`src/rcda_pkg.sv`:
```
// Package for the read coverage difference accumulator.
// Holds field widths, register indexes, reset values and the structs
// that pass between the controller, the datapath and the register file.
package rcda_pkg;

   localparam int REGION_DEPTH_DEF = 1024;
   localparam int DEPTH_BITS_DEF   = 24;

   localparam int COORD_W    = 31;
   localparam int LEN_CFG_W  = 11;
   localparam int STRAND_W   = 2;
   localparam int QUAL_W     = 8;
   localparam int OFFSET_W   = 10;
   localparam int CSR_DATA_W = 32;
   localparam int CSR_ADDR_W = 4;
   localparam int REG_IDX_W  = 2;

   // register indexes, byte address is 4 * index
   localparam logic [REG_IDX_W-1:0] REG_REGION_START  = 2'd0;
   localparam logic [REG_IDX_W-1:0] REG_REGION_LENGTH = 2'd1;
   localparam logic [REG_IDX_W-1:0] REG_REGION_STRAND = 2'd2;
   localparam logic [REG_IDX_W-1:0] REG_MIN_QUALITY   = 2'd3;

   localparam logic [COORD_W-1:0]   RST_REGION_START  = '0;
   localparam logic [LEN_CFG_W-1:0] RST_REGION_LENGTH = 11'd1;
   localparam logic [STRAND_W-1:0]  RST_REGION_STRAND = 2'd1;
   localparam logic [QUAL_W-1:0]    RST_MIN_QUALITY   = '0;

   typedef struct packed {
      logic [COORD_W-1:0]   region_start;
      logic [LEN_CFG_W-1:0] region_length;
      logic [STRAND_W-1:0]  region_strand;
      logic [QUAL_W-1:0]    min_quality;
   } cfg_type;

   // controller -> datapath strobes
   typedef struct packed {
      logic ready;       // take an input item
      logic load_pos;    // register the two delta positions of a read
      logic clr_en;      // write zero at the clear counter
      logic rd1;         // read entry at first position
      logic wr1_rd2;     // write first entry, read second
      logic wr2;         // write second entry
      logic drn_rd;      // read entry at drain pointer
      logic drn_commit;  // load result, zero entry, advance pointer
   } dp_cmd_type;

   // datapath -> controller status
   typedef struct packed {
      logic req_valid;
      logic req_drain;
      logic add_ok;      // read passes quality and overlap tests
      logic en2;         // registered: end delta lies inside region
      logic clr_done;
      logic out_free;
   } dp_status_type;

endpackage

```
`src/rcda_ctrl.sv`:
```
// Sequencer for the accumulator: clearing pass, read-modify-write of the
// two delta entries of a read, and the drain read / commit steps.
// Depends on rcda_pkg for the command and status structs.
module rcda_ctrl (
   input  logic                    clock,
   input  logic                    reset,
   input  rcda_pkg::dp_status_type st,
   output rcda_pkg::dp_cmd_type    cmd
);

   localparam logic [2:0] ST_CLEAR = 3'd0;
   localparam logic [2:0] ST_IDLE  = 3'd1;
   localparam logic [2:0] ST_CALC  = 3'd2;
   localparam logic [2:0] ST_RD1   = 3'd3;
   localparam logic [2:0] ST_WR1   = 3'd4;
   localparam logic [2:0] ST_WR2   = 3'd5;
   localparam logic [2:0] ST_DRD   = 3'd6;
   localparam logic [2:0] ST_DOUT  = 3'd7;

   logic [2:0] state_ff, state_in;

   always_comb begin
      cmd      = '0;
      state_in = state_ff;
      case (state_ff)
         ST_CLEAR: begin
            cmd.clr_en = 1'b1;
            if (st.clr_done) state_in = ST_IDLE;
         end
         ST_IDLE: begin
            cmd.ready = 1'b1;
            if (st.req_valid) state_in = st.req_drain ? ST_DRD : ST_CALC;
         end
         ST_CALC: begin
            cmd.load_pos = 1'b1;
            state_in = st.add_ok ? ST_RD1 : ST_IDLE;
         end
         ST_RD1: begin
            cmd.rd1  = 1'b1;
            state_in = ST_WR1;
         end
         ST_WR1: begin
            cmd.wr1_rd2 = 1'b1;
            state_in = st.en2 ? ST_WR2 : ST_IDLE;
         end
         ST_WR2: begin
            cmd.wr2  = 1'b1;
            state_in = ST_IDLE;
         end
         ST_DRD: begin
            cmd.drn_rd = 1'b1;
            state_in   = ST_DOUT;
         end
         ST_DOUT: begin
            // hold here while the previous result is still pending
            if (st.out_free) begin
               cmd.drn_commit = 1'b1;
               state_in       = ST_IDLE;
            end
         end
         default: state_in = ST_IDLE;
      endcase
   end

   always_ff @(posedge clock) begin
      if (reset) begin
         state_ff <= ST_CLEAR;
      end else begin
         state_ff <= state_in;
      end
   end

endmodule

```
`config.mk`:
```
export PLATFORM = sky130hd
export DESIGN_NAME = rcda_ctrl
export DESIGN_NICKNAME = d
export VERILOG_FILES = /design/src/rcda_pkg.sv /design/src/rcda_ctrl.sv
export SDC_FILE = /design/constraint.sdc
export NUM_CORES = 1
export LEC_CHECK = 0
export ABC_AREA = 0
export BUFFER_PORTS_ARGS = -buffer_cell sky130_fd_sc_hd__buf_4
export CAP_MARGIN = 0
export CORE_AREA = 4 4 41 43
export CTS_BUF_LIST = sky130_fd_sc_hd__clkbuf_4 sky130_fd_sc_hd__clkbuf_8 sky130_fd_sc_hd__clkbuf_16
export DETAILED_ROUTE_END_ITERATION = 8
export DIE_AREA = 0 0 45 47
export PLACE_DENSITY = 0.43
export SYNTH_ARGS = -nofsm -noshare
export SYNTH_HDL_FRONTEND = slang
export SYNTH_SLANG_ARGS = --single-unit
```
`constraint.sdc`:
```
create_clock -name clock -period 1.2 [get_ports clock]
set_clock_uncertainty 0.05 [all_clocks]
set_input_delay 0.06 -clock clock [delete_from_list [all_inputs] [get_ports clock]]
set_output_delay 0.06 -clock clock [all_outputs]
set_load 0.01 [all_outputs]
```
# ---- After elaboration in Yosys (flattened, before gate mapping)
# Cells that the tools add are included.
dict set report word_totals {
  register_bits 3
  in_bits 8
  output_inout_bits 8
  elab_cells 29
}
dict set report classes {
  eq_ne 10
  muxes 16
  n_reduce_logical 2
}
# cell n
set ops {}
lappend ops {{case mux 3 bit (8 select lines)} 1}
lappend ops {{2-to-1 mux 3 bit} 5}
lappend ops {{equality test 3 bit, second input constant} 4}
lappend ops {{2-to-1 mux 1 bit} 9}
lappend ops {{equality test 3 x 2 -> 1 bit, second input constant} 2}
lappend ops {{inequality test 2 bit, second input constant} 3}
lappend ops {{equality test 3 x 1 -> 1 bit, second input constant} 1}
lappend ops {{logical NOT 3 bit} 1}
lappend ops {{AND reduction 3 bit} 1}
lappend ops {{2-to-1 mux 2 bit} 1}

# ---- Logic depth before layout (Yosys ltp)
dict set report logic_depth {
  depth_word 3
  mapped_depth 5
  ltp_nobuf 4
}

# ---- Least setup slack after synthesis
# No wires, ideal clock.
dict set report synth_timing {
  path_kind {flip-flop to flip-flop}
  startpoint {register state_ff[0]}
  endpoint {register state_ff[2]}
  setup_time_ps 125
  t_arrival_ps 925
  setup_slack_ps 100
  path_stages_with_launch 4
  path_buffers 0
  period_less_slack_ps 1100
  cell_sequence {dfxtp_1 > mux2_4 > o31ai_1 > a21oi_1}
}
dict set report synth_via {
  elab_chain_len 3
}
# item line
set synth_lines {}
lappend synth_lines {{start, declared} rcda_ctrl.sv:20} ;# logic [2:0] state_ff, state_in;
lappend synth_lines {{start signal, assigned} rcda_ctrl.sv:69} ;# state_ff <= state_in;
lappend synth_lines {{equality test 3 x 1 -> 1 bit, or another cell as far along} rcda_ctrl.sv:25} ;# case (state_ff)
lappend synth_lines {{inequality test 2 bit (no source line)} n/a}
lappend synth_lines {{AND reduction 3 bit (no source line)} n/a}
# Parallel ways exist; a longest one is shown, timed or not.
# A chain may end at the register's enable or synchronous reset.

==> Implementation_results.wiki <==
{| class="wikitable"
! Metric !! Value
|-
| Status || complete, no violations
|-
| Cell repeated most along the worst path || sky130_fd_sc_hd__buf_4
|-
| TritonCTS clock tree || yes
|-
| Worst slack on hold paths || 63.7 ps
|-
| Most common cell after layout, fill and taps aside || sky130_fd_sc_hd__buf_4
|-
| CP startpoint kind || register
|-
| Clock latency of the later-clocked register in the worst-skew pair || 230 ps
|-
| Vias in the first global route || 275
|-
| Height of the die || 47 um
|-
| Num rows || 13
|-
| Area of combinational cells with multiple inputs || 165 um^2
|-
| Number of H-tree levels || 1
|-
| Final Wtd Congestion || 0.691
|-
| Slew Limit Fails || 0
|-
| Fmax || 860 MHz
|-
| Global Route Usage Sum || 8.05%
|-
| Number of iterations in the first detailed-routing pass || 3
|-
| RSZ-0062 raised after global routing || true
|-
| Worst setup path category || register to output port
|-
| Number of register bits inferred by synthesis || 3
|-
| Cell with the biggest individual delay on the critical path || sky130_fd_sc_hd__dfxtp_4
|-
| Synthesized cell area || 235 um^2
|-
| Largest net degree at the start of global routing || 10
|-
| Routed wire per std cell || 10.2 um
|-
| Clock sink count || 3
|-
| Post-route DRC || 0
|-
| Max FFs per register || 3
|-
| Type of destination of the critical path || output port
|-
| Total length of routed wires || 693 um
|-
| Min-Delay Path Class || input port to register
|-
| Post-Place Setup Slack || 89.9 ps
|-
| Worst slew margin || 87.3%
|-
| Clock transition at the register clock pins on the worst setup and hold paths after CTS || 40 ps
|-
| Starting density of the core || 18.1%
|-
| Req. time, crit path || 1090 ps
|-
| Number of nets with antenna violations after detailed routing || 0
|-
| I/O pin cnt || 16
|-
| X dimension of the die || 45 um
|-
| Max-cap viol count || 0
|-
| Total via count after detailed routing || 297
|-
| Area of the die || 2120 um^2
|-
| Avg Inst Size Synth || 7.59 um^2
|-
| Max Buffers Root-to-Sink || 2
|-
| Global route total overflow || 0
|-
| Number of antenna violations at the first check in global routing || 0
|-
| Count of inserted antenna diode cells || 0
|-
| Number of standard cells after synthesis || 31
|-
| First-pass GRT wire length || 1240 um
|-
| Post-layout min period || 1160 ps
|-
| Most flop-heavy register || state_ff
|-
| Number of synthesis warnings || 0
|-
| Total of buffers placed on input and output ports || 15
|-
| Synthesized netlist net count || 39
|-
| Maximum resistive drop on vdd || 0.000677 V
|-
| Total power density per cell area || 1000 nW/um^2
|-
| Post-route setup TNS || 0 ps
|-
| Area delta synth->final || 91.5%
|-
| Number of hold violations in the final report || 0
|-
| Number of DRC markers after the initial detailed-route iteration || 4
|-
| Seq/Total Area, Yosys || 25.5%
|-
| Final critical-path setup slack || 37.6 ps
|-
| Final #Nets || 62
|-
| Worst path cell trace || buf_4 > nor3b_1 > buf_4
|-
| Routed via count divided by cell count || 4.37
|-
| Final setup fails || 0
|-
| Root buffer cell || sky130_fd_sc_hd__clkbuf_4
|-
| Proportion of layout cells with a drive suffix above 1 || 62.3%
|-
| Number of different library cells in the post-synthesis netlist || 19
|-
| Floorplan core area || 1300 um^2
|-
| Worst Max-Slew Pin Slew || 189 ps
|-
| Critical Path Max Stage Delay || 360 ps
|-
| Placed wire-length estimate || 579 um
|-
| Register area || 68.8 um^2
|-
| Share of the clock period used by the worst path after layout || 96.9%
|-
| Critical path peak fanout || 7
|-
| Num CTS Buffers || 3
|-
| Data arrival at the endpoint of the critical path || 1050 ps
|-
| Commonest cells after routing, fill and taps aside || sky130_fd_sc_hd__buf_4 (19), sky130_fd_sc_hd__nor2_1 (4), sky130_fd_sc_hd__clkbuf_4 (4)
|-
| Static Leakage || 0.207 nW
|-
| Regs by FF count || state_ff (3)
|-
| Filler Cell Count || 153
|}
==> through the flow <==
step	area [um^2]	std cells	power (mW)	utilization, %
5_1_grt	450	68	0.489	34.6
3_3_place_gp	383	63	0.245	29.4
4_1_cts	427	68	0.457	32.8
6_report	450	68	0.451	34.6
3_5_place_dp	383	63	0.245	29.4
2_1_floorplan	235	31	0.182	-
==> worst max-delay path: cells and delay by family, from the launching register on <==
kind	cells	cell delay, ps
DFF	1	360
and+or+nand+nor	1	170
buffers and inverters	2	300
==> where the power goes <==
part           switching [mW]  leakage [nW]  internal (mW)  total, mW
logic                  0.0570         0.162         0.0773      0.134
registers             0.00887        0.0264          0.107      0.116
clock network          0.0542        0.0184          0.147      0.201
==> cell type report <==
type	count	area share, %
inverter	1	0.833
sequential	3	15.3
clock buffer	4	6.67
multi-input combinational	24	36.7
timing repair buffer	21	36.4
tap	15	4.17
==> synthesized netlist by cell type (all sizes together) <==
cell type  number  area, um^2
inv             1        3.75
mux2            1        15.0
nand4b          1        8.76
nor2            5        21.3
nor3b           2        15.0
o21ai           2        10.0
a21oi           2        10.0
dfxtp           3        60.1
o31ai           2        15.0
nand2b          1        6.26
buf             3        21.3
nand2           1        3.75
a22oi           1        7.51
nor3            2        10.0
and3            1        6.26
and4            1        8.76
o22ai           2        12.5
==> repair_timing <==
action / 4_1_cts / 5_1_grt
cloned: 0 / 0
resized for setup: 3 / 7
hold buffers: 1 / 0
endpoints found under the setup margin: 7 / 6
buffers inserted: 0 / 0
hold endpoints to repair: 3 / 0
pin swaps: 0 / 0
==> routing by layer <==
| metal | vias up | global-route usage (%) | wire (um) |
|---|---|---|---|
| met1 | 128 | 10.2 | 293 |
| met5 | - | 0 | 0 |
| met3 | 0 | 3.83 | 57 |
| li1 | 160 | - | - |
| met4 | 0 | 1.75 | 0 |
| met2 | 9 | 12.4 | 343 |
==> logic make-up after synthesis <==
kind of cell    Yosys count  share of synthesized area (%)
mux                       1                           6.38
buf+inv                   4                           10.6
simple gates             14                           34.0
compound gates            9                           23.4
flops                     3                           25.5
==> final timing paths <==
check,to,slack [ps],cells after the start,startpoint
worst max-delay path,cmd[6],40,3,state_ff[2]
worst min-delay path,state_ff[2],60,3,st[0]
worst max register to register,state_ff[2],130,3,state_ff[0]
worst min register to register,state_ff[0],510,2,state_ff[2]
(Power assumes the default switching activity.)
