**config.mk**
```make
export PLATFORM = sky130hd
export DESIGN_NAME = rcda_csr
export DESIGN_NICKNAME = d
export VERILOG_FILES = /design/src/rcda_pkg.sv /design/src/rcda_csr.sv
export SDC_FILE = /design/constraint.sdc
export NUM_CORES = 1
export LEC_CHECK = 0
export BUFFER_PORTS_ARGS = -buffer_cell sky130_fd_sc_hd__buf_4
export CAP_MARGIN = 10
export CORE_UTILIZATION = 38
export CTS_BUF_LIST = sky130_fd_sc_hd__clkbuf_16
export DETAILED_ROUTE_END_ITERATION = 10
export MAX_ROUTING_LAYER = met4
export PLACE_DENSITY = 0.68
export SLEW_MARGIN = 20
export SYNTH_ARGS = -nofsm -noshare
export SYNTH_HDL_FRONTEND = slang
export SYNTH_SLANG_ARGS = --single-unit
```
**constraint.sdc**
```tcl
create_clock -name clock -period 1.5 [get_ports clock]
set_input_delay 0.15 -clock clock [delete_from_list [all_inputs] [get_ports clock]]
set_output_delay 0.15 -clock clock [all_outputs]
set_load 0.02 [all_outputs]
```
**src/rcda_pkg.sv**
```systemverilog
// Package for the read coverage difference accumulator.
// Holds field widths, register indexes, reset values and the structs
// that pass between the controller, the datapath and the register file.
package rcda_pkg;

   localparam int REGION_DEPTH_DEF = 1024;
   localparam int DEPTH_BITS_DEF   = 24;

   localparam int COORD_W    = 31;
   localparam int LEN_CFG_W  = 11;
   localparam int STRAND_W   = 2;
   localparam int QUAL_W     = 8;
   localparam int OFFSET_W   = 10;
   localparam int CSR_DATA_W = 32;
   localparam int CSR_ADDR_W = 4;
   localparam int REG_IDX_W  = 2;

   // register indexes, byte address is 4 * index
   localparam logic [REG_IDX_W-1:0] REG_REGION_START  = 2'd0;
   localparam logic [REG_IDX_W-1:0] REG_REGION_LENGTH = 2'd1;
   localparam logic [REG_IDX_W-1:0] REG_REGION_STRAND = 2'd2;
   localparam logic [REG_IDX_W-1:0] REG_MIN_QUALITY   = 2'd3;

   localparam logic [COORD_W-1:0]   RST_REGION_START  = '0;
   localparam logic [LEN_CFG_W-1:0] RST_REGION_LENGTH = 11'd1;
   localparam logic [STRAND_W-1:0]  RST_REGION_STRAND = 2'd1;
   localparam logic [QUAL_W-1:0]    RST_MIN_QUALITY   = '0;

   typedef struct packed {
      logic [COORD_W-1:0]   region_start;
      logic [LEN_CFG_W-1:0] region_length;
      logic [STRAND_W-1:0]  region_strand;
      logic [QUAL_W-1:0]    min_quality;
   } cfg_type;

   // controller -> datapath strobes
   typedef struct packed {
      logic ready;       // take an input item
      logic load_pos;    // register the two delta positions of a read
      logic clr_en;      // write zero at the clear counter
      logic rd1;         // read entry at first position
      logic wr1_rd2;     // write first entry, read second
      logic wr2;         // write second entry
      logic drn_rd;      // read entry at drain pointer
      logic drn_commit;  // load result, zero entry, advance pointer
   } dp_cmd_type;

   // datapath -> controller status
   typedef struct packed {
      logic req_valid;
      logic req_drain;
      logic add_ok;      // read passes quality and overlap tests
      logic en2;         // registered: end delta lies inside region
      logic clr_done;
      logic out_free;
   } dp_status_type;

endpackage

```
**src/rcda_csr.sv**
```systemverilog
// APB-style register file for the region configuration.
// Depends on rcda_pkg for register indexes, widths and reset values.
module rcda_csr (
   input  logic                                clock,
   input  logic                                reset,
   input  logic                                csr_psel,
   input  logic                                csr_penable,
   input  logic                                csr_pwrite,
   input  logic [rcda_pkg::CSR_ADDR_W-1:0]     csr_paddr,
   input  logic [rcda_pkg::CSR_DATA_W-1:0]     csr_pwdata,
   output logic [rcda_pkg::CSR_DATA_W-1:0]     csr_prdata,
   output logic                                csr_pready,
   output rcda_pkg::cfg_type                   cfg
);

   rcda_pkg::cfg_type cfg_ff, cfg_in;
   logic [rcda_pkg::REG_IDX_W-1:0] reg_idx;
   logic wr_en;

   assign csr_pready = 1'b1;
   assign reg_idx    = csr_paddr[rcda_pkg::CSR_ADDR_W-1:2];
   assign wr_en      = csr_psel && csr_penable && csr_pwrite && csr_pready;
   assign cfg        = cfg_ff;

   always_comb begin
      cfg_in = cfg_ff;
      if (wr_en) begin
         case (reg_idx)
            rcda_pkg::REG_REGION_START:
               cfg_in.region_start  = csr_pwdata[rcda_pkg::COORD_W-1:0];
            rcda_pkg::REG_REGION_LENGTH:
               cfg_in.region_length = csr_pwdata[rcda_pkg::LEN_CFG_W-1:0];
            rcda_pkg::REG_REGION_STRAND:
               cfg_in.region_strand = csr_pwdata[rcda_pkg::STRAND_W-1:0];
            rcda_pkg::REG_MIN_QUALITY:
               cfg_in.min_quality   = csr_pwdata[rcda_pkg::QUAL_W-1:0];
            default: cfg_in = cfg_ff;
         endcase
      end
   end

   always_comb begin
      case (reg_idx)
         rcda_pkg::REG_REGION_START:
            csr_prdata = rcda_pkg::CSR_DATA_W'(cfg_ff.region_start);
         rcda_pkg::REG_REGION_LENGTH:
            csr_prdata = rcda_pkg::CSR_DATA_W'(cfg_ff.region_length);
         rcda_pkg::REG_REGION_STRAND:
            csr_prdata = rcda_pkg::CSR_DATA_W'(cfg_ff.region_strand);
         rcda_pkg::REG_MIN_QUALITY:
            csr_prdata = rcda_pkg::CSR_DATA_W'(cfg_ff.min_quality);
         default: csr_prdata = '0;
      endcase
   end

   always_ff @(posedge clock) begin
      if (reset) begin
         cfg_ff.region_start  <= rcda_pkg::RST_REGION_START;
         cfg_ff.region_length <= rcda_pkg::RST_REGION_LENGTH;
         cfg_ff.region_strand <= rcda_pkg::RST_REGION_STRAND;
         cfg_ff.min_quality   <= rcda_pkg::RST_MIN_QUALITY;
      end else begin
         cfg_ff <= cfg_in;
      end
   end

endmodule

```
---- Word level (Yosys, flattened, before mapping) ----
Cells that the tools add are included.
storage, ports and cells
  output and inout port bits .............. 85
  register bits after elaboration ......... 52
  bits of input ports ..................... 41
  logic and storage cells ................. 15
cells by class
  reductions and logical operators ........ 7
  eq/ne operators ......................... 3
  muxes and demuxes ....................... 1
operators with widths
  cell                                                                   number
  32-bit one-hot mux with 4 select lines                                 1
  2-bit AND reduction                                                    4
  2-bit equality test, second input constant                             2
  2-bit by 1-bit equality test with 1-bit output, second input constant  1
  1-bit logical AND                                                      2
  2-bit logical NOT                                                      1

---- Depth between registers and ports, before layout ----
Gate-level depths: netlist of the first run.
  word-level depth ........................ 3
  gate-level depth with buffers ........... 6

---- Least setup slack after synthesis of the first run ----
No wires, ideal clock.
  path type ............................... input to output
  start point ............................. input csr_paddr[2] in the netlist's numbering
  end point ............................... output csr_prdata[2] in the netlist's numbering
  required time ........................... 1.350 ns
  buffers on the path ..................... 2
  cell stages on the path ................. 4
  path slack .............................. 0.203 ns
  arrival time ............................ 1.147 ns
  path through ............................ buf_2 buf_2 mux2i_1 o21ai_0
between the ends
  word-level cells in the longest chain between the ends .. 2
  elaborated cells on any way between the ends .. 5
  classes of those cells .................. eq/ne (3); mux (1); reduce/logical (1)
ends and longest elaborated chain
  what                                               RTL line        text
  start: declaration                                 rcda_csr.sv:9   input logic [rcda_pkg::CSR_ADDR_W-1:0] csr_paddr,
  2-bit equality test, or another cell as far along  rcda_csr.sv:43  case (reg_idx)
  32-bit one-hot mux with 4 select lines *           rcda_csr.sv:43
  end: declaration                                   rcda_csr.sv:11  output logic [rcda_pkg::CSR_DATA_W-1:0] csr_prdata,
Mark *: on every way between the ends. The rest lies on a longest branch, timed or not. The select of a mux whose other input is x is not followed.

---- Worst setup path after layout of the first run ----
  start point ............................. register cfg_ff, in the netlist cfg[1]
  end point ............................... output csr_prdata[1] in the netlist's numbering
between the ends
  word-level cells in the longest chain between the ends .. 1
ends and longest elaborated chain
  what                                    RTL line        text
  start: declaration                      rcda_csr.sv:16  rcda_pkg::cfg_type cfg_ff, cfg_in;
  start signal: assignment                rcda_csr.sv:63  cfg_ff <= cfg_in;
  32-bit one-hot mux with 4 select lines  rcda_csr.sv:43
No other way between the ends. The select of a mux whose other input is x is not followed.

==> metrics.yaml, run 1 <==
largest_reg_flops: 52
dr_total_vias: 2235
outcome: "complete, but fails checks"
synthDominantAreaCellType: "sky130_fd_sc_hd__dfxtp_1"
critical_path_arrival_ps: 1240
dp_hpwl_mm: 4.54
drive_above_1_share_pct: 36.7
drt_drc_violations_left: 16
numCtsBuffers: 5
gr-usage-all-layers_pct: 19.0
timing_max_transition_violations_final: 0
synth_fa_ha_area_share_pct: 0
post_synth_mux_area_share_pct: 17.7
drt_pre_antenna_iters: 7
cts_resized: 0
max-cap-violations: 0
critPathMaxFanout: 3
worst_skew_pair.late_latency_ps: 280
cts_hold_repair.buffers: 0
ctsLongestPathBuffers: 2
power_leakage_nw: 1.70
ir_drop_mv: 0.489
grt_pass1_vias: 2170
place_congestion: 0.671
most_frequent_standard_cell_in_the_layout_excluding_fill_and_tap_cells: "sky130_fd_sc_hd__buf_4"
clock_tree_from_tritoncts: "done"
post_synth.cell_area_avg_um2: 9.51
synth_compound_gate_area_share_pct: 5.07
first_iter_violations: 74
yosysWarnings: 0
setup_viol: 0
placed_area_um2: 3500
ys_seq_area_share_pct: 40.5
clock_tree.root_cell: "sky130_fd_sc_hd__clkbuf_16"
cts-htree-levels: 2
io_pins: 126
period_share_pct: 92.4
drt.antenna.violating_nets: 0
detail_route.vias_per_cell: 4.90
synth_simple_gate_area_share_pct: 30.4
synth.distinct_cells: 22
leading_post_synthesis_cells_by_cell_area: "sky130_fd_sc_hd__dfxtp_1 41%, sky130_fd_sc_hd__mux2i_1 16%, sky130_fd_sc_hd__nand2b_1 15%"
num-nets-final: 419
final_design_area_no_fill_um2: 3630
cts.sinks: 52
max_clock_freq_ghz: 0.722
netlist.area_leader.share_pct: 40.5
area_added_between_synthesis_and_finish_pct: 41.5
clkTransAtPathRegs_ps: 60
worst-setup-path-type: "reg2out"
floorplan.die.width_um: 84.2
reg2reg_depth: 2
drt-total-wl_mm: 6.44
synth_area_um2: 2570
synth-xor-area-share_pct: 0
diodes: 0
final_util_pct: 56.6
avgRoutedWirePerCell_um: 14.1
final_critical_path_setup_slack_ps: 114
row_count: 29
setup_repair_after_global_routing_missed_its_margin: "false"
syn_nets: 311
violated_checks: "DRC"
final.hold.worst_slack_ps: 123
antenna_found_initial: 0
floorplan.die_area_um2: 7090
combinational_family_with_the_most_area_after_synthesis: "simple AND/OR/NAND/NOR gates"
pre_cts_slack_ps: 192
fp.dieH_um: 84.2
worstPathRequired_ps: 1350
timing.final.crit_period_ps: 1390
power_per_cell_area_nw_per_um2: 773
hold_violations: 0
remaining_overflow_grt: 0
finalSetupTns_ps: 0
wire_length_of_the_first_global_routing_pass_mm: 10.6
largest_net_degree_at_the_start_of_global_routing: 41
place.port_buffers: 120
cp-end-kind: "primary output"
floorplan.initialDensity_pct: 40.0
final.setup_skew_ps: 0
layout_common_cells: "126 x sky130_fd_sc_hd__buf_4, 61 x sky130_fd_sc_hd__nand2b_1, 52 x sky130_fd_sc_hd__dfxtp_1"
cts_setup_buffers: 0
synthCells: 270
synth-seq-cells: 52
min_path_cells: 3
hold_path_class: "in2reg"
critical_path.startpoint_type: "flip-flop"
core-area_um2: 6420
-- worst paths after layout --
path                                startpoint             to  slack (ps)
worst min register to register         cfg[34]        cfg[34]         490
worst min-delay path            csr_pwdata[30]        cfg[51]         120
worst max-delay path                    cfg[1]  csr_prdata[1]         110
worst max register to register         cfg[46]        cfg[46]         840
-- stage by stage --
stage	cells	total power, W
2_1_floorplan	270	0.00163
3_3_place_gp	448	0.00178
3_5_place_dp	448	0.00178
4_1_cts	456	0.00285
5_1_grt	456	0.00293
6_report	456	0.00281
-- synth_stat cells, drive strengths merged --
master,count
nand2b,61
dfxtp,52
mux2i,41
o21ai,26
and2,22
nand4b,20
clkbuf,15
buf,12
nand2,7
nor2,7
conb,2
mux4,2
nand3b,2
and3,1
-- power by group --
part           internal [W]  total [W]  switching (W)
Combinational      0.000175   0.000334       0.000159
Sequential          0.00140    0.00141      0.0000146
Clock              0.000601    0.00106       0.000462
Total               0.00217    0.00281       0.000636
-- layout make-up --
cell class	instances	area, um2
clock buffer	5	125
multi-input combinational	191	1370
fill	614	2790
sequential	52	1040
tap	77	96.3
clock inverter	3	11.3
timing repair buffer	128	986
-- cells by family after synthesis --
group                  after synthesis
multiplexers                        43
AND/OR/NAND/NOR                    120
flip-flops                          52
buffers and inverters               27
AO/OA/AOI/OAI                       26
other                                2
-- worst max-delay path, cell delays in order, from the launching register on --
cell and delay, ps:
sky130_fd_sc_hd__dfxtp_1 320, sky130_fd_sc_hd__mux4_2 460, sky130_fd_sc_hd__buf_4 170
-- layer usage --
layer / share of wire [%] / GRT usage (%) / up-vias
li1: - / - / 1121
met1: 46 / 24.2 / 1028
met2: 48 / 31.8 / 84
met3: 6.3 / 3.74 / 2
met4: 0.34 / 3.29 / 0
met5: 0 / - / -
(Power assumes the default switching activity.)
==> inputs of run 2 (changes only) <==
==> constraint.sdc (replaced) <==
create_clock -name clock -period 1.4 [get_ports clock]
set_input_delay 0.21 -clock clock [delete_from_list [all_inputs] [get_ports clock]]
set_output_delay 0.21 -clock clock [all_outputs]
set_load 0.02 [all_outputs]
==> metrics.yaml, run 2 (synthesized netlist as in run 1, its figures left out) <==
row_count: 29  # unchanged
layout_common_cells: "130 x sky130_fd_sc_hd__buf_4, 61 x sky130_fd_sc_hd__nand2b_1, 45 x sky130_fd_sc_hd__dfxtp_1"
numCtsBuffers: 5  # unchanged
diodes: 0  # unchanged
r2r_end: "cfg[10]"
hold_path_class: "in2reg"
critical_path_arrival_ps: 1230  # about the same
pre_cts_slack_ps: -0.801  # -193 ps
most_frequent_standard_cell_in_the_layout_excluding_fill_and_tap_cells: "sky130_fd_sc_hd__buf_4"
clock_tree.root_cell: "sky130_fd_sc_hd__clkbuf_16"
swShare_pct: 23.0  # +0.37 points
timing_max_transition_violations_final: 0  # unchanged
first_iter_violations: 103  # +39%
largest_reg_flops: 52  # unchanged
core-area_um2: 6420  # unchanged
max_clock_freq_ghz: 0.695
antenna_found_initial: 0  # unchanged
ir_drop_mv: 0.503  # +2.9%
floorplan.initialDensity_pct: 40.0  # unchanged
dr_total_vias: 2266  # +1.4%
grt_pass1_vias: 2267  # +4.5%
ctsLongestPathBuffers: 2  # unchanged
final.setup_skew_ps: 0  # unchanged
dp_hpwl_mm: 4.71  # +3.7%
largest_net_degree_at_the_start_of_global_routing: 46  # +12%
setup_repair_after_global_routing_missed_its_margin: "true"
p_seq_share_pct: 49.7  # -0.6 points
avgRoutedWirePerCell_um: 14.1  # -0.23%
drt_pre_antenna_iters: 7  # unchanged
timing.hold.worst_endpoint: "cfg[51]"
period_share_pct: 103
outcome: "complete, but fails checks"
internal_power_w: 0.00234  # +7.8%
finalNonFillerCells: 464  # +1.8%
hold_violations: 0  # unchanged
cpPeakStageDelay_ps: 470  # about the same
violated_checks: "DRC, setup timing"
finalSetupTns_ps: -71.3  # -71.3 ps
remaining_overflow_grt: 0  # unchanged
cts.sinks: 52  # unchanged
floorplan.die_area_um2: 7090  # unchanged
cp-end-kind: "primary output"
wire_length_of_the_first_global_routing_pass_mm: 10.8  # +1.4%
detail_route.vias_per_cell: 4.88  # -0.36%
r2r_setup_slack_ps: 670  # -170 ps
floorplan.die.width_um: 84.2  # unchanged
power.combinational.fraction_pct: 12.1  # +0.2 points
worstPathRequired_ps: 1190  # -160 ps
setup_viol: 2  # +2
critical_path.reg2reg.startpoint: "cfg[10]"
clkTransAtPathRegs_ps: 60  # about the same
cts_hold_repair.buffers: 0  # unchanged
place_congestion: 0.698  # +4.0%
drt_drc_violations_left: 16  # unchanged
clock_power_share_pct: 38.1  # +0.3 points
area_added_between_synthesis_and_finish_pct: 45.5
numPlacedInstances: 451  # +0.67%
critical_path.n_buffers_inverters: 1  # unchanged
power_leakage_nw: 1.75  # +2.7%
hold_path_startpoint: "csr_pwdata[30]"
power_switching_w: 0.000700  # +10%
worst_skew_pair.late_latency_ps: 280  # about the same
critPathMaxFanout: 2  # -1
drt-total-wl_mm: 6.53  # +1.5%
fp.dieH_um: 84.2  # unchanged
total_power_w: 0.00304  # +8.3%
timing.final.crit_period_ps: 1440
final_critical_path_setup_slack_ps: -38.7  # -153 ps
timing.critical_path.slowest_stage_cell: "sky130_fd_sc_hd__mux4_2"
drt.antenna.violating_nets: 0  # unchanged
setup.worst_path.start: "cfg[1]"
final_util_pct: 58.2  # +1.6 points
cts-htree-levels: 2  # unchanged
crit_cells: 2  # unchanged
power_per_cell_area_nw_per_um2: 815  # +5.3%
timing.critical_path.cells: "mux4_2 -> buf_6"
io_pins: 126  # unchanged
place.port_buffers: 120  # unchanged
clock_tree_from_tritoncts: "done"
critical_path.startpoint_type: "flip-flop"
worst-setup-path-type: "reg2out"
gr-usage-all-layers_pct: 19.4  # +0.34 points
critPathTopFamily: "multiplexers"
max-cap-violations: 0  # unchanged
reg2reg_depth: 3  # +1
min_path_cells: 3  # unchanged
drive_above_1_share_pct: 40.3  # +3.6 points
num-nets-final: 427  # +1.9%
[run 2: changes by cell type in the layout (fill, tap and decap cells not counted)]
cell / delta
sky130_fd_sc_hd__and2_1: +1
sky130_fd_sc_hd__buf_12: +2
sky130_fd_sc_hd__dfxtp_2: +7
sky130_fd_sc_hd__clkinv_2: +2
sky130_fd_sc_hd__inv_1: -2
sky130_fd_sc_hd__and2_0: -1
sky130_fd_sc_hd__o21ai_1: +6
sky130_fd_sc_hd__o21ai_0: -6
sky130_fd_sc_hd__dfxtp_1: -7
sky130_fd_sc_hd__buf_6: +2
sky130_fd_sc_hd__buf_4: +4
[run 2: power by group through the flow]
stage / Clock, W / Combinational, W / Sequential (W)
3_5_place_dp: 0 / 0.000366 / 0.00155
6_report: 0.00116 / 0.000370 / 0.00151
5_1_grt: 0.00125 / 0.000398 / 0.00152
2_1_floorplan: 0 / 0.000179 / 0.00157
4_1_cts: 0.00120 / 0.000374 / 0.00151
3_3_place_gp: 0 / 0.000362 / 0.00155
[run 2: metal layers]
metal	GRT usage, %	vias to the layer above	share of wire, %
met5	-	-	0
li1	-	1136	-
met4	5.17	0	1.2
met1	24.0	1029	46
met2	31.2	94	45
met3	5.21	7	8.6
[run 2: area by class of cell]
class / instances / area (um2)
multi-input cells: 191 / 1370
repair buffers: 136 / 1080
clock buffers: 5 / 125
clock inverters: 3 / 13.8
fillers: 591 / 2690
flip-flops and latches: 52 / 1050
well taps: 77 / 96.3
[run 2: how the worst max path moves through the flow]
stage,end,slack [ps]
after global placement,csr_prdata[7],20
final,csr_prdata[1],-40
after CTS,csr_prdata[1],-50
after floorplan,csr_prdata[2],130
after detailed placement,cfg[5],-0.8
after global routing,csr_prdata[1],-70
[run 2: per-stage QoR]
stage	instance area, um2	hold slack [ps]
global route	3740	193
floorplan	2570	376
global placement	3540	465
detailed placement	3540	477
finish	3740	179
CTS	3740	177
[run 2: worst register-to-register path, delay by kind of cell (launching register included)]
| family | cells | cell delay, ps |
|---|---|---|
| mux | 1 | 70 |
| buf+inv | 1 | 130 |
| simple gates | 1 | 100 |
| flops | 1 | 320 |
[run 2: timing repair]
item,CTS,global route
setup endpoints to repair,2,8
setup buffers,5,0
gates resized for setup,9,1
==> inputs of run 3 (changes only) <==
CORE_UTILIZATION = 46   (was 38)
PLACE_DENSITY = 0.8   (was 0.68)
==> metrics.yaml, run 3 (synthesized netlist as in run 1, its figures left out) <==
period_share_pct: 101  # -1.3 points
floorplan.die.width_um: 76.7  # -8.9%
wire_length_of_the_first_global_routing_pass_mm: 10.8  # about the same
clock_tree.root_cell: "sky130_fd_sc_hd__clkbuf_16"
cts-htree-levels: 2  # unchanged
finalNonFillerCells: 460  # -0.86%
place_congestion: 0.720  # +3.1%
detail_route.vias_per_cell: 5.10  # +4.3%
floorplan.initialDensity_pct: 49.0  # +9.0 points
final_util_pct: 71.1  # +13 points
max_clock_freq_ghz: 0.704  # +1.3%
outcome: "complete, but fails checks"
area_added_between_synthesis_and_finish_pct: 45.0
cts.sinks: 52  # unchanged
numPlacedInstances: 445  # -1.3%
grt_pass1_vias: 2313  # +2.0%
largest_net_degree_at_the_start_of_global_routing: 55  # +20%
worst-setup-path-type: "reg2out"
ctsLongestPathBuffers: 2  # unchanged
fp.dieH_um: 76.7  # -8.9%
avgRoutedWirePerCell_um: 14.0  # -0.52%
num-nets-final: 430  # +0.70%
numCtsBuffers: 5  # unchanged
antenna_found_initial: 0  # unchanged
violated_checks: "setup timing"
clock_tree_from_tritoncts: "done"
core-area_um2: 5240  # -18%
timing.critical_path.cells: "mux4_2 -> buf_6"
cpPeakStageDelay_ps: 470  # about the same
layout_common_cells: "135 x sky130_fd_sc_hd__buf_4, 61 x sky130_fd_sc_hd__nand2b_1, 44 x sky130_fd_sc_hd__dfxtp_1"
critical_path_arrival_ps: 1210  # -20 ps
critical_path.startpoint_type: "flip-flop"
hold_violations: 0  # unchanged
final_critical_path_setup_slack_ps: -20.4  # +18.3 ps
remaining_overflow_grt: 0  # unchanged
hold_path_class: "in2reg"
worstPathRequired_ps: 1190  # about the same
first_iter_violations: 68  # -34%
row_count: 26  # -10%
cts_hold_repair.buffers: 0  # unchanged
gr-usage-all-layers_pct: 23.2  # +3.9 points
drt.antenna.violating_nets: 0  # unchanged
final.setup_skew_ps: 0  # unchanged
critPathMaxFanout: 2  # unchanged
floorplan.die_area_um2: 5890  # -17%
io_pins: 126  # unchanged
timing.final.crit_period_ps: 1420  # -18.3 ps
worst_skew_pair.late_latency_ps: 280  # about the same
place.port_buffers: 120  # unchanged
dp_hpwl_mm: 4.64  # -1.4%
setup_repair_after_global_routing_missed_its_margin: "true"
diodes: 0  # unchanged
clkTransAtPathRegs_ps: 60  # about the same
power_leakage_nw: 1.76  # +0.68%
drt_pre_antenna_iters: 4  # -3
most_frequent_standard_cell_in_the_layout_excluding_fill_and_tap_cells: "sky130_fd_sc_hd__buf_4"
cp-end-kind: "primary output"
largest_reg_flops: 52  # unchanged
dr_total_vias: 2344  # +3.4%
timing.critical_path.slowest_stage_cell: "sky130_fd_sc_hd__mux4_2"
drt_drc_violations_left: 0  # -16
setup_viol: 2  # unchanged
drive_above_1_share_pct: 40.5  # +0.20 points
max-cap-violations: 0  # unchanged
drt-total-wl_mm: 6.44  # -1.4%
timing_max_transition_violations_final: 0  # unchanged
ir_drop_mv: 0.482  # -4.2%
power_per_cell_area_nw_per_um2: 810  # -0.57%
-- run 3: cell count changes in the layout (fill, tap and decap cells not counted) --
cell,before,now
sky130_fd_sc_hd__buf_4,130,135
sky130_fd_sc_hd__dfxtp_1,45,44
sky130_fd_sc_hd__buf_12,4,2
sky130_fd_sc_hd__and2_0,0,1
sky130_fd_sc_hd__inv_1,0,2
sky130_fd_sc_hd__and2_1,21,20
sky130_fd_sc_hd__clkinv_2,2,0
sky130_fd_sc_hd__dfxtp_2,7,8
-- run 3: per-stage QoR --
stage          instance area [um2]  TNS (ps)  setup WS, ps  hold WS, ps  total power, W
2_1_floorplan                 2570         0           132          376         0.00175
3_5_place_dp                  3520         0           138          473         0.00191
6_report                      3720     -36.0         -20.4          187         0.00302
3_3_place_gp                  3520         0           138          465         0.00190
4_1_cts                       3720     -40.7         -22.2          186         0.00304
5_1_grt                       3720      -103         -60.9          186         0.00315
-- run 3: area by class of cell --
type | instances | area (um2)
Fill cell | 416 | 1510
Multi-Input combinational cell | 191 | 1370
Timing Repair Buffer | 139 | 1080
Sequential cell | 52 | 1050
Clock buffer | 5 | 125
Tap cell | 70 | 87.6
Clock inverter | 3 | 11.3
-- run 3: worst max-delay path, delay by kind of cell (launching register included) --
family / cells / cell delay [ps]
muxes: 1 / 470
DFF: 1 / 320
buffers and inverters: 1 / 150
-- run 3: per-layer routing --
metal | track usage, % | vias to the layer above | part of all wire, %
met5 | - | - | 0
met4 | 5.77 | 0 | 0.59
met3 | 4.05 | 4 | 6.4
met2 | 40.3 | 96 | 50
met1 | 27.8 | 1104 | 43
li1 | - | 1140 | -
-- run 3: final timing paths --
kind                   end            from  depth (start not counted)  slack, ps
max          csr_prdata[0]          cfg[0]                          2        -20
min                cfg[46]  csr_pwdata[25]                          3        190
max reg2reg         cfg[8]          cfg[8]                          3        650
min reg2reg        cfg[47]         cfg[47]                          2        490
-- run 3: timing repair --
| action | CTS | global route |
|---|---|---|
| endpoints found under the setup margin | 2 | 2 |
| cloned | 0 | 0 |
| setup buffers | 6 | 1 |
| resized for setup | 9 | 1 |
-- run 3: power by group --
group	leakage [nW]	switching, W	internal, W	total (W)
Sequential	0.422	0.0000151	0.00150	0.00151
Clock	0.0738	0.000490	0.000644	0.00113
Combinational	1.26	0.000174	0.000195	0.000369
Total	1.76	0.000679	0.00234	0.00302
